--- src/dtc_pkg.sv ---
// Shared types, register codes and reset values for the disciplined timestamp clock.
package dtc_pkg;

  localparam int unsigned TimeW   = 64;
  localparam int unsigned SecW    = 32;
  localparam int unsigned DriftW  = 8;
  localparam int unsigned StepW   = 7;
  localparam int unsigned ActW    = 2;
  localparam int unsigned CfgIdxW = 3;
  localparam int unsigned CfgDatW = 32;

  localparam logic [TimeW-1:0]  ClockReset   = 64'hBBF8_1DFF_4407_E200;
  localparam logic [DriftW-1:0] DriftReset   = 8'hC0;
  localparam logic [SecW-1:0]   RefreshReset = '0;
  localparam logic [7:0]        LastReqReset = '0;

  localparam logic [23:0] BaseIncReset   = 24'd214784;
  localparam logic [6:0]  DriftStepReset = 7'd10;
  localparam logic [31:0] OffLimitReset  = 32'd2147483;
  localparam logic [15:0] RefIntReset    = 16'd30;
  localparam logic [7:0]  RetrySpReset   = 8'd15;
  localparam logic [15:0] RspTmoReset    = 16'd180;
  localparam logic [15:0] BackoffReset   = 16'd60;
  localparam logic [31:0] UnsyncReset    = 32'd65536;

  typedef enum logic [ActW-1:0] {
    ACT_TICK = 2'd0,
    ACT_SET  = 2'd1,
    ACT_POLL = 2'd2,
    ACT_HOLD = 2'd3
  } action_e;

  typedef enum logic [CfgIdxW-1:0] {
    REG_BASE_INC   = 3'd0,
    REG_DRIFT_STEP = 3'd1,
    REG_OFF_LIMIT  = 3'd2,
    REG_REF_INT    = 3'd3,
    REG_RETRY_SP   = 3'd4,
    REG_RSP_TMO    = 3'd5,
    REG_BACKOFF    = 3'd6,
    REG_UNSYNC     = 3'd7
  } cfg_idx_e;

  typedef struct packed {
    logic [23:0] base_increment;
    logic [6:0]  drift_step;
    logic [31:0] offset_limit;
    logic [15:0] refresh_interval;
    logic [7:0]  retry_spacing;
    logic [15:0] response_timeout;
    logic [15:0] timeout_backoff;
    logic [31:0] unsynced_below;
  } cfg_t;

endpackage

--- src/dtc_if.sv ---
// Request and result channel interfaces of the disciplined timestamp clock.
interface dtc_req_if;
  logic        valid;
  logic        ready;
  logic [1:0]  action;
  logic [63:0] new_time;

  modport source (output valid, output action, output new_time, input ready);
  modport sink   (input valid, input action, input new_time, output ready);
endinterface

interface dtc_rsp_if;
  logic        valid;
  logic        ready;
  logic [63:0] time_now;
  logic [7:0]  drift_now;
  logic        send_request;
  logic        response_timed_out;

  modport source (output valid, output time_now, output drift_now, output send_request,
                  output response_timed_out, input ready);
  modport sink   (input valid, input time_now, input drift_now, input send_request,
                  input response_timed_out, output ready);
endinterface

--- src/disciplined_timestamp_clock_core.sv ---
// An accepted request goes to the request register and its result to the result register.
// Throughput: one request per cycle; the clock state update is one 64-bit add,
// subtract and compare between the request register and the result register.
// A waiting result blocks a new request only once the request register is also full.
// Reset (async, active low) restores the clock, drift trim, refresh marks and registers
// to their defaults and empties both stages.
module disciplined_timestamp_clock_core (
  input  logic       clk_i,
  input  logic       rst_ni,
  input  logic       cfg_we_i,
  input  logic [2:0] cfg_index_i,
  input  logic [31:0] cfg_wdata_i,
  dtc_req_if.sink    in_i,
  dtc_rsp_if.source  out_o
);
  import dtc_pkg::*;

  cfg_t cfg;

  dtc_cfg u_cfg (
    .clk_i       (clk_i),
    .rst_ni      (rst_ni),
    .cfg_we_i    (cfg_we_i),
    .cfg_index_i (cfg_index_i),
    .cfg_wdata_i (cfg_wdata_i),
    .cfg_o       (cfg)
  );

  dtc_core u_core (
    .clk_i  (clk_i),
    .rst_ni (rst_ni),
    .cfg_i  (cfg),
    .req    (in_i),
    .rsp    (out_o)
  );

endmodule

--- src/dtc_cfg.sv ---
// Configuration register bank of the disciplined timestamp clock.
module dtc_cfg (
  input  logic                    clk_i,
  input  logic                    rst_ni,
  input  logic                    cfg_we_i,
  input  logic [2:0]              cfg_index_i,
  input  logic [31:0]             cfg_wdata_i,
  output dtc_pkg::cfg_t           cfg_o
);
  import dtc_pkg::*;

  cfg_t cfg_q;

  always_ff @(posedge clk_i or negedge rst_ni) begin
    if (!rst_ni) begin
      cfg_q.base_increment   <= BaseIncReset;
      cfg_q.drift_step       <= DriftStepReset;
      cfg_q.offset_limit     <= OffLimitReset;
      cfg_q.refresh_interval <= RefIntReset;
      cfg_q.retry_spacing    <= RetrySpReset;
      cfg_q.response_timeout <= RspTmoReset;
      cfg_q.timeout_backoff  <= BackoffReset;
      cfg_q.unsynced_below   <= UnsyncReset;
    end else if (cfg_we_i) begin
      unique case (cfg_idx_e'(cfg_index_i))
        REG_BASE_INC:   cfg_q.base_increment   <= cfg_wdata_i[23:0];
        REG_DRIFT_STEP: cfg_q.drift_step       <= cfg_wdata_i[6:0];
        REG_OFF_LIMIT:  cfg_q.offset_limit     <= cfg_wdata_i;
        REG_REF_INT:    cfg_q.refresh_interval <= cfg_wdata_i[15:0];
        REG_RETRY_SP:   cfg_q.retry_spacing    <= cfg_wdata_i[7:0];
        REG_RSP_TMO:    cfg_q.response_timeout <= cfg_wdata_i[15:0];
        REG_BACKOFF:    cfg_q.timeout_backoff  <= cfg_wdata_i[15:0];
        REG_UNSYNC:     cfg_q.unsynced_below   <= cfg_wdata_i;
        default:        cfg_q.unsynced_below   <= cfg_q.unsynced_below;
      endcase
    end
  end

  assign cfg_o = cfg_q;

endmodule

--- src/dtc_core.sv ---
// Request register, clock state update and result register.
module dtc_core (
  input  logic          clk_i,
  input  logic          rst_ni,
  input  dtc_pkg::cfg_t cfg_i,
  dtc_req_if.sink       req,
  dtc_rsp_if.source     rsp
);
  import dtc_pkg::*;

  // request stage
  logic              in_vld_q;
  logic [ActW-1:0]   act_q;
  logic [TimeW-1:0]  ntime_q;

  // clock state
  logic [TimeW-1:0]  clock_q, clock_d;
  logic [DriftW-1:0] drift_q, drift_d;
  logic [SecW-1:0]   refresh_q, refresh_d;
  logic [7:0]        last_req_q, last_req_d;

  // result stage
  logic              out_vld_q;
  logic [TimeW-1:0]  time_q;
  logic [DriftW-1:0] drift_out_q;
  logic              send_q, send_d;
  logic              tmo_q, tmo_d;

  logic              advance;
  logic [TimeW-1:0]  diff;
  logic [SecW-1:0]   neg_limit;
  logic              pos_big, neg_big;
  logic [SecW-1:0]   sec, age;
  logic [7:0]        since;
  logic              want_req;

  assign advance   = in_vld_q && (!out_vld_q || rsp.ready);
  assign req.ready = !in_vld_q || advance;

  always_ff @(posedge clk_i or negedge rst_ni) begin
    if (!rst_ni) begin
      in_vld_q <= 1'b0;
    end else if (req.ready) begin
      in_vld_q <= req.valid;
    end
  end

  always_ff @(posedge clk_i) begin
    if (req.valid && req.ready) begin
      act_q   <= req.action;
      ntime_q <= req.new_time;
    end
  end

  // Offset test without negating the difference: compare against -limit instead.
  assign diff      = ntime_q - clock_q;
  assign neg_limit = SecW'(~cfg_i.offset_limit + 32'd1);
  assign pos_big   = !diff[63] && ((|diff[62:32]) || (diff[31:0] > cfg_i.offset_limit));
  assign neg_big   = diff[63] && ((cfg_i.offset_limit == '0) || !(&diff[62:32]) ||
                                  (diff[31:0] < neg_limit));

  assign sec      = clock_q[63:32];
  assign age      = sec - refresh_q;
  assign since    = sec[7:0] - last_req_q;
  assign want_req = (age > SecW'(cfg_i.refresh_interval)) || (sec < cfg_i.unsynced_below);

  always_comb begin
    clock_d    = clock_q;
    drift_d    = drift_q;
    refresh_d  = refresh_q;
    last_req_d = last_req_q;
    send_d     = 1'b0;
    tmo_d      = 1'b0;
    unique case (action_e'(act_q))
      ACT_TICK: begin
        clock_d = clock_q + TimeW'(cfg_i.base_increment) + TimeW'(drift_q);
      end
      ACT_SET: begin
        clock_d   = ntime_q;
        refresh_d = ntime_q[63:32];
        if (pos_big) begin
          drift_d = drift_q + {1'b0, cfg_i.drift_step};
        end else if (neg_big) begin
          drift_d = drift_q - {1'b0, cfg_i.drift_step};
        end
      end
      ACT_POLL: begin
        if (want_req && (since > cfg_i.retry_spacing)) begin
          last_req_d = sec[7:0];
          send_d     = 1'b1;
        end
        if (want_req && (age > SecW'(cfg_i.response_timeout))) begin
          refresh_d = sec - SecW'(cfg_i.timeout_backoff);
          tmo_d     = 1'b1;
        end
      end
      ACT_HOLD: begin
        clock_d = clock_q;
      end
      default: begin
        clock_d = clock_q;
      end
    endcase
  end

  always_ff @(posedge clk_i or negedge rst_ni) begin
    if (!rst_ni) begin
      clock_q    <= ClockReset;
      drift_q    <= DriftReset;
      refresh_q  <= RefreshReset;
      last_req_q <= LastReqReset;
    end else if (advance) begin
      clock_q    <= clock_d;
      drift_q    <= drift_d;
      refresh_q  <= refresh_d;
      last_req_q <= last_req_d;
    end
  end

  always_ff @(posedge clk_i or negedge rst_ni) begin
    if (!rst_ni) begin
      out_vld_q <= 1'b0;
    end else if (advance) begin
      out_vld_q <= 1'b1;
    end else if (rsp.ready) begin
      out_vld_q <= 1'b0;
    end
  end

  always_ff @(posedge clk_i) begin
    if (advance) begin
      time_q      <= clock_d;
      drift_out_q <= drift_d;
      send_q      <= send_d;
      tmo_q       <= tmo_d;
    end
  end

  assign rsp.valid              = out_vld_q;
  assign rsp.time_now           = time_q;
  assign rsp.drift_now          = drift_out_q;
  assign rsp.send_request       = send_q;
  assign rsp.response_timed_out = tmo_q;

endmodule

--- src/flat_wrapper.sv ---
// flat-port wrapper written by rule: the top's interface ports become plain ports
module disciplined_timestamp_clock_core_flat import dtc_pkg::*;
  (clk_i, rst_ni, cfg_we_i, cfg_index_i, cfg_wdata_i, in_i_valid, in_i_action, in_i_new_time, in_i_ready, out_o_valid, out_o_time_now, out_o_drift_now, out_o_send_request, out_o_response_timed_out, out_o_ready);
  dtc_req_if in_i_i ();
  dtc_rsp_if out_o_i ();
  input  logic clk_i;
  input  logic rst_ni;
  input  logic cfg_we_i;
  input  logic [2:0] cfg_index_i;
  input  logic [31:0] cfg_wdata_i;
  input wire logic [$bits(in_i_i.valid)-1:0] in_i_valid;
  input wire logic [$bits(in_i_i.action)-1:0] in_i_action;
  input wire logic [$bits(in_i_i.new_time)-1:0] in_i_new_time;
  output wire logic [$bits(in_i_i.ready)-1:0] in_i_ready;
  output wire logic [$bits(out_o_i.valid)-1:0] out_o_valid;
  output wire logic [$bits(out_o_i.time_now)-1:0] out_o_time_now;
  output wire logic [$bits(out_o_i.drift_now)-1:0] out_o_drift_now;
  output wire logic [$bits(out_o_i.send_request)-1:0] out_o_send_request;
  output wire logic [$bits(out_o_i.response_timed_out)-1:0] out_o_response_timed_out;
  input wire logic [$bits(out_o_i.ready)-1:0] out_o_ready;
  assign in_i_i.valid = in_i_valid;
  assign in_i_i.action = in_i_action;
  assign in_i_i.new_time = in_i_new_time;
  assign in_i_ready = in_i_i.ready;
  assign out_o_valid = out_o_i.valid;
  assign out_o_time_now = out_o_i.time_now;
  assign out_o_drift_now = out_o_i.drift_now;
  assign out_o_send_request = out_o_i.send_request;
  assign out_o_response_timed_out = out_o_i.response_timed_out;
  assign out_o_i.ready = out_o_ready;
  disciplined_timestamp_clock_core u_core (.clk_i(clk_i), .rst_ni(rst_ni), .cfg_we_i(cfg_we_i), .cfg_index_i(cfg_index_i), .cfg_wdata_i(cfg_wdata_i), .in_i(in_i_i), .out_o(out_o_i));
endmodule
--- config.mk ---
export PLATFORM = sky130hd
export DESIGN_NAME = disciplined_timestamp_clock_core_flat
export DESIGN_NICKNAME = d
export VERILOG_FILES = /design/src/dtc_pkg.sv /design/src/dtc_if.sv /design/src/disciplined_timestamp_clock_core.sv /design/src/dtc_cfg.sv /design/src/dtc_core.sv /design/src/flat_wrapper.sv
export SDC_FILE = /design/constraint.sdc
export NUM_CORES = 1
export LEC_CHECK = 0
export BUFFER_PORTS_ARGS = -buffer_cell sky130_fd_sc_hd__buf_2
export CAP_MARGIN = 40
export CORE_MARGIN = 1
export CORE_UTILIZATION = 61
export DETAILED_ROUTE_END_ITERATION = 8
export PLACE_DENSITY = 0.8
export REMOVE_ABC_BUFFERS = 1
export SYNTH_ARGS = -nofsm -noshare
export SYNTH_HDL_FRONTEND = slang
export SYNTH_HIERARCHICAL = 1
export SYNTH_SLANG_ARGS = --single-unit
--- constraint.sdc ---
create_clock -name clk_i -period 8.53 [get_ports clk_i]
set_input_delay 1.706 -clock clk_i [delete_from_list [all_inputs] [get_ports clk_i]]
set_output_delay 1.706 -clock clk_i [all_outputs]
set_load 0.03 [all_outputs]
==> flow_metrics.py <==
metrics = {
    "final_layout": {
        "seqCellArea_sq_um": 10900,
        "layout-drive-gt1-share_pct": 16.6,
        "fin_nets": 3934,
        "postLayoutCellArea_sq_um": 34100,
        "multiInputGateArea_sq_um": 18500,
        "area_growth_pct": 9.44,
        "layout.cells.non_filler": 4218,
        "nFillCells": 3983,
    },
    "placed_design": {
        "io_buffers": 181,
        "placedCellCount": 4131,
        "hpwl_um": 80600,
        "place_area_sq_um": 32600,
        "place_congestion": 1.02,
    },
    "route": {
        "first_pass_iters": 7,
        "drtAntennaViolNets": 0,
        "drc_errors": 0,
        "dr_total_vias": 28076,
        "viasPerCell": 6.66,
        "post_drt_wl_per_cell_um": 24.7,
        "drtIter0Drc": 2980,
        "wl_um": 104000,
    },
    "global_routing": {
        "grt_use_met1_pct": 50.8,
        "use_met3_pct": 6.09,
        "grt_max_degree": 117,
        "grt_pass1_wl_um": 159000,
        "antenna_found_initial": 3,
        "grt_use_met2_pct": 64.5,
        "grt_pass1_vias": 27973,
        "grt_overflow": 0,
        "grtUsageTotal_pct": 39.5,
        "busiest_layer": "met2",
    },
    "floorplan": {
        "dieHeight_um": 228,
        "rows": 82,
        "die_area_sq_um": 52000,
        "die_w_um": 228,
        "pin_count": 182,
        "fp.coreArea_sq_um": 50300,
        "start_util_pct": 62.0,
    },
    "timing": {
        "clock.fmax_mhz": 150,
        "min_period_over_period_pct": 78.0,
        "hold_violations": 0,
        "whs_ns": 0.506,
        "slew_violations": 0,
        "grt_setup_unrepaired": "false",
        "setup_tns_ns": 0,
        "tightestPinTransition_ns": 0.904,
        "setup_viol": 0,
        "slew_headroom_pct": 39.8,
        "period_minus_slack_ns": 6.65,
        "fin_skew_ns": 0.0325,
    },
    "setup_path": {
        "crit_arrival_ns": 6.98,
        "crit_end": "u_core/u_core/rsp.drift_now[1]",
        "critPathKind": "reg2reg",
        "reg2regPathDepth": 23,
        "path_max_fanout": 9,
        "r2r_start": "u_core/u_core/clock_q[0]",
        "r2r-end": "u_core/u_core/rsp.drift_now[1]",
        "r2r_slack_ns": 1.88,
        "cp-start-kind": "flop",
        "cp.required_ns": 8.86,
        "endpoint_kind": "flop",
        "startpoint": "u_core/u_core/clock_q[0]",
    },
    "clocking": {
        "clock_latency_ns": 0.62,
        "clock_path_buffers": 3,
        "htree_levels": 2,
        "cts_tree": "built",
        "path_clk_slew_ns": 0.07,
        "clockRootBuffer": "clkbuf_16",
        "postCtsSetupBuffers": 0,
        "clock_sinks": 405,
        "ctsResizeCount": 0,
        "cts_inserted_buffers": 46,
        "hold_buffers": 0,
    },
    "yosys": {
        "yosys_warnings": 6,
        "synthCells": 3379,
        "netlist_area_sq_um": 31100,
        "synth_flop_cell": "dfrtp_1",
        "synth_edf_count": 140,
        "syn-mean-instance-area_sq_um": 9.22,
        "yosys_register_bits": 405,
        "synth_seq_area_share_pct": 35.1,
        "yosysUniqueCellTypes": 110,
        "async_flop_share_pct": 65.4,
    },
    "worst_hold_path": {
        "min-delay-start": "u_core/u_cfg/cfg_o[54]",
        "hold_class": "reg2reg",
    },
    "power": {
        "p_leak_nw": 15.0,
        "p_per_area_nw_per_um2": 343,
        "vdd_drop_max_v": 0.000315,
        "p_total_w": 0.0117,
    },
    "run_status": {
        "status": "finished clean",
    },
    "job": {
        "cap_violations": 0,
    },
}
-- cell usage in the layout, fill, tap and decap left out, drive strengths merged, types with 16 or more instances in the layout --
| master | instances |
|---|---|
| ha | 306 |
| nor4 | 42 |
| or3 | 20 |
| nand4 | 74 |
| a22oi | 17 |
| inv | 289 |
| xnor2 | 102 |
| and2 | 17 |
| a21o | 109 |
| a21oi | 293 |
| nor3 | 78 |
| buf | 217 |
| clkbuf | 66 |
| a211oi | 42 |
| edfxtp | 140 |
| a221oi | 18 |
| o21ai | 182 |
| o21bai | 26 |
| nand2b | 42 |
| nor2b | 22 |
| dfrtp | 197 |
| nand2 | 238 |
| mux2i | 28 |
| nor2 | 249 |
| a31oi | 25 |
| xor2 | 43 |
| dfstp | 68 |
| and3 | 23 |
| o211ai | 22 |
| o21a | 46 |
| nand3 | 79 |
| o31ai | 16 |
| mux2 | 168 |
-- cells by family after synthesis --
kind of cell,after synthesis,synth area share (%)
AND/OR/NAND/NOR,932,14.8
adder cells (fa/ha/maj),321,13.3
AO/OA/AOI/OAI,953,20.3
flip-flops,405,35.1
XOR/XNOR,145,4.08
buffers and inverters,427,5.50
multiplexers,196,6.97
-- worst min-delay path by stage --
stage | to | slack (ns) | depth (start not counted)
after floorplan | u_core/u_cfg/cfg_o[140] | 0.46 | 1
after global placement | u_core/u_cfg/cfg_o[140] | 0.48 | 1
after detailed placement | u_core/u_cfg/cfg_o[10] | 0.49 | 1
after CTS | u_core/u_cfg/cfg_o[40] | 0.51 | 1
after global routing | u_core/u_cfg/cfg_o[1] | 0.52 | 1
final | u_core/u_cfg/cfg_o[54] | 0.51 | 1
-- synthesized netlist by cell type, types with 13 or more instances --
cell,instances,area [sq um]
fa_1,15,300
and2_1,16,100
xnor2_1,102,893
dfrtp_1,197,4930
o211ai_1,20,150
o21ai_1,18,90.1
nand2b_1,42,263
clkbuf_1,86,323
a21oi_1,288,1440
nand2_1,237,890
buf_2,34,170
a221oi_1,17,149
o31ai_1,15,113
or3_1,20,125
a22oi_1,17,128
nor4_1,37,231
o21bai_1,26,195
inv_1,286,1070
mux2i_1,28,280
a211o_1,13,114
xor2_1,43,377
nor2_1,248,931
nand3_1,78,390
a21o_1,108,811
o21a_1,46,345
ha_1,306,3830
a221o_1,15,150
o21ai_0,162,811
and3_1,23,144
nand4_1,72,450
nor3_1,77,385
mux2_2,165,1860
dfstp_2,68,1790
a211oi_1,37,278
edfxtp_1,140,4200
a31oi_1,22,138
nor2b_1,22,138
-- critical path, cell delays in order, from the launching register on --
cell	delay (ns)
dfrtp_1	0.44
ha_1	0.24
fa_1	0.40
nand2b_1	0.18
a21oi_1	0.28
o211ai_2	0.27
a2111oi_2	0.49
nor2_1	0.17
o31ai_1	0.39
a21boi_0	0.19
xnor2_1	0.24
ha_1	0.29
nor2b_1	0.13
o21ai_0	0.19
a21oi_1	0.09
a211oi_1	0.23
o221ai_1	0.16
o31a_1	0.15
or4b_4	0.55
nor4_4	0.42
a21oi_2	0.18
nand2_2	0.21
and2_1	0.32
a22oi_1	0.14
-- layout make-up --
type	count	area share, %
repair buffers	219	3.55
diodes	2	0.0147
multi-input cells	2547	54.4
clock inverters	19	0.573
well taps	672	2.47
inverters	288	3.19
clock buffers	66	3.77
flip-flops and latches	405	32.0
-- power by group --
part	leakage, nW	switching (W)	internal, W
clock network	0.725	0.000843	0.00112
logic	9.92	0.00412	0.00265
registers	4.40	0.000405	0.00256
total	15.0	0.00536	0.00633
-- layer usage --
layer	routed length, um	up-vias	part of all wire [%]
li1	-	12637	-
met1	41000	13564	39
met2	48100	1522	46
met3	9030	351	8.7
met4	5920	2	5.7
met5	13	-	0.012
-- registers in the layout, summed over array words and instances (netlist names), 2 cells and up --
signal,flops
u_core/u_core/clock_q,64
u_core/u_core/ntime_q,64
u_core/u_core/rsp.time_now,64
u_core/u_core/rsp.drift_now,8
u_core/u_cfg/cfg_o,151
u_core/u_core/drift_q,8
u_core/u_core/last_req_q,8
u_core/u_core/refresh_q,32
u_core/u_core/act_q,2
-- stage by stage --
step / setup WS, ns / utilization [%]
after floorplan: 1.35 / -
after global placement: 2.14 / 64.8
after detailed placement: 2.09 / 64.8
after CTS: 2.01 / 67.8
after global routing: 1.51 / 67.8
final: 1.88 / 67.8
Note: power is estimated with default switching activity, not from simulation.
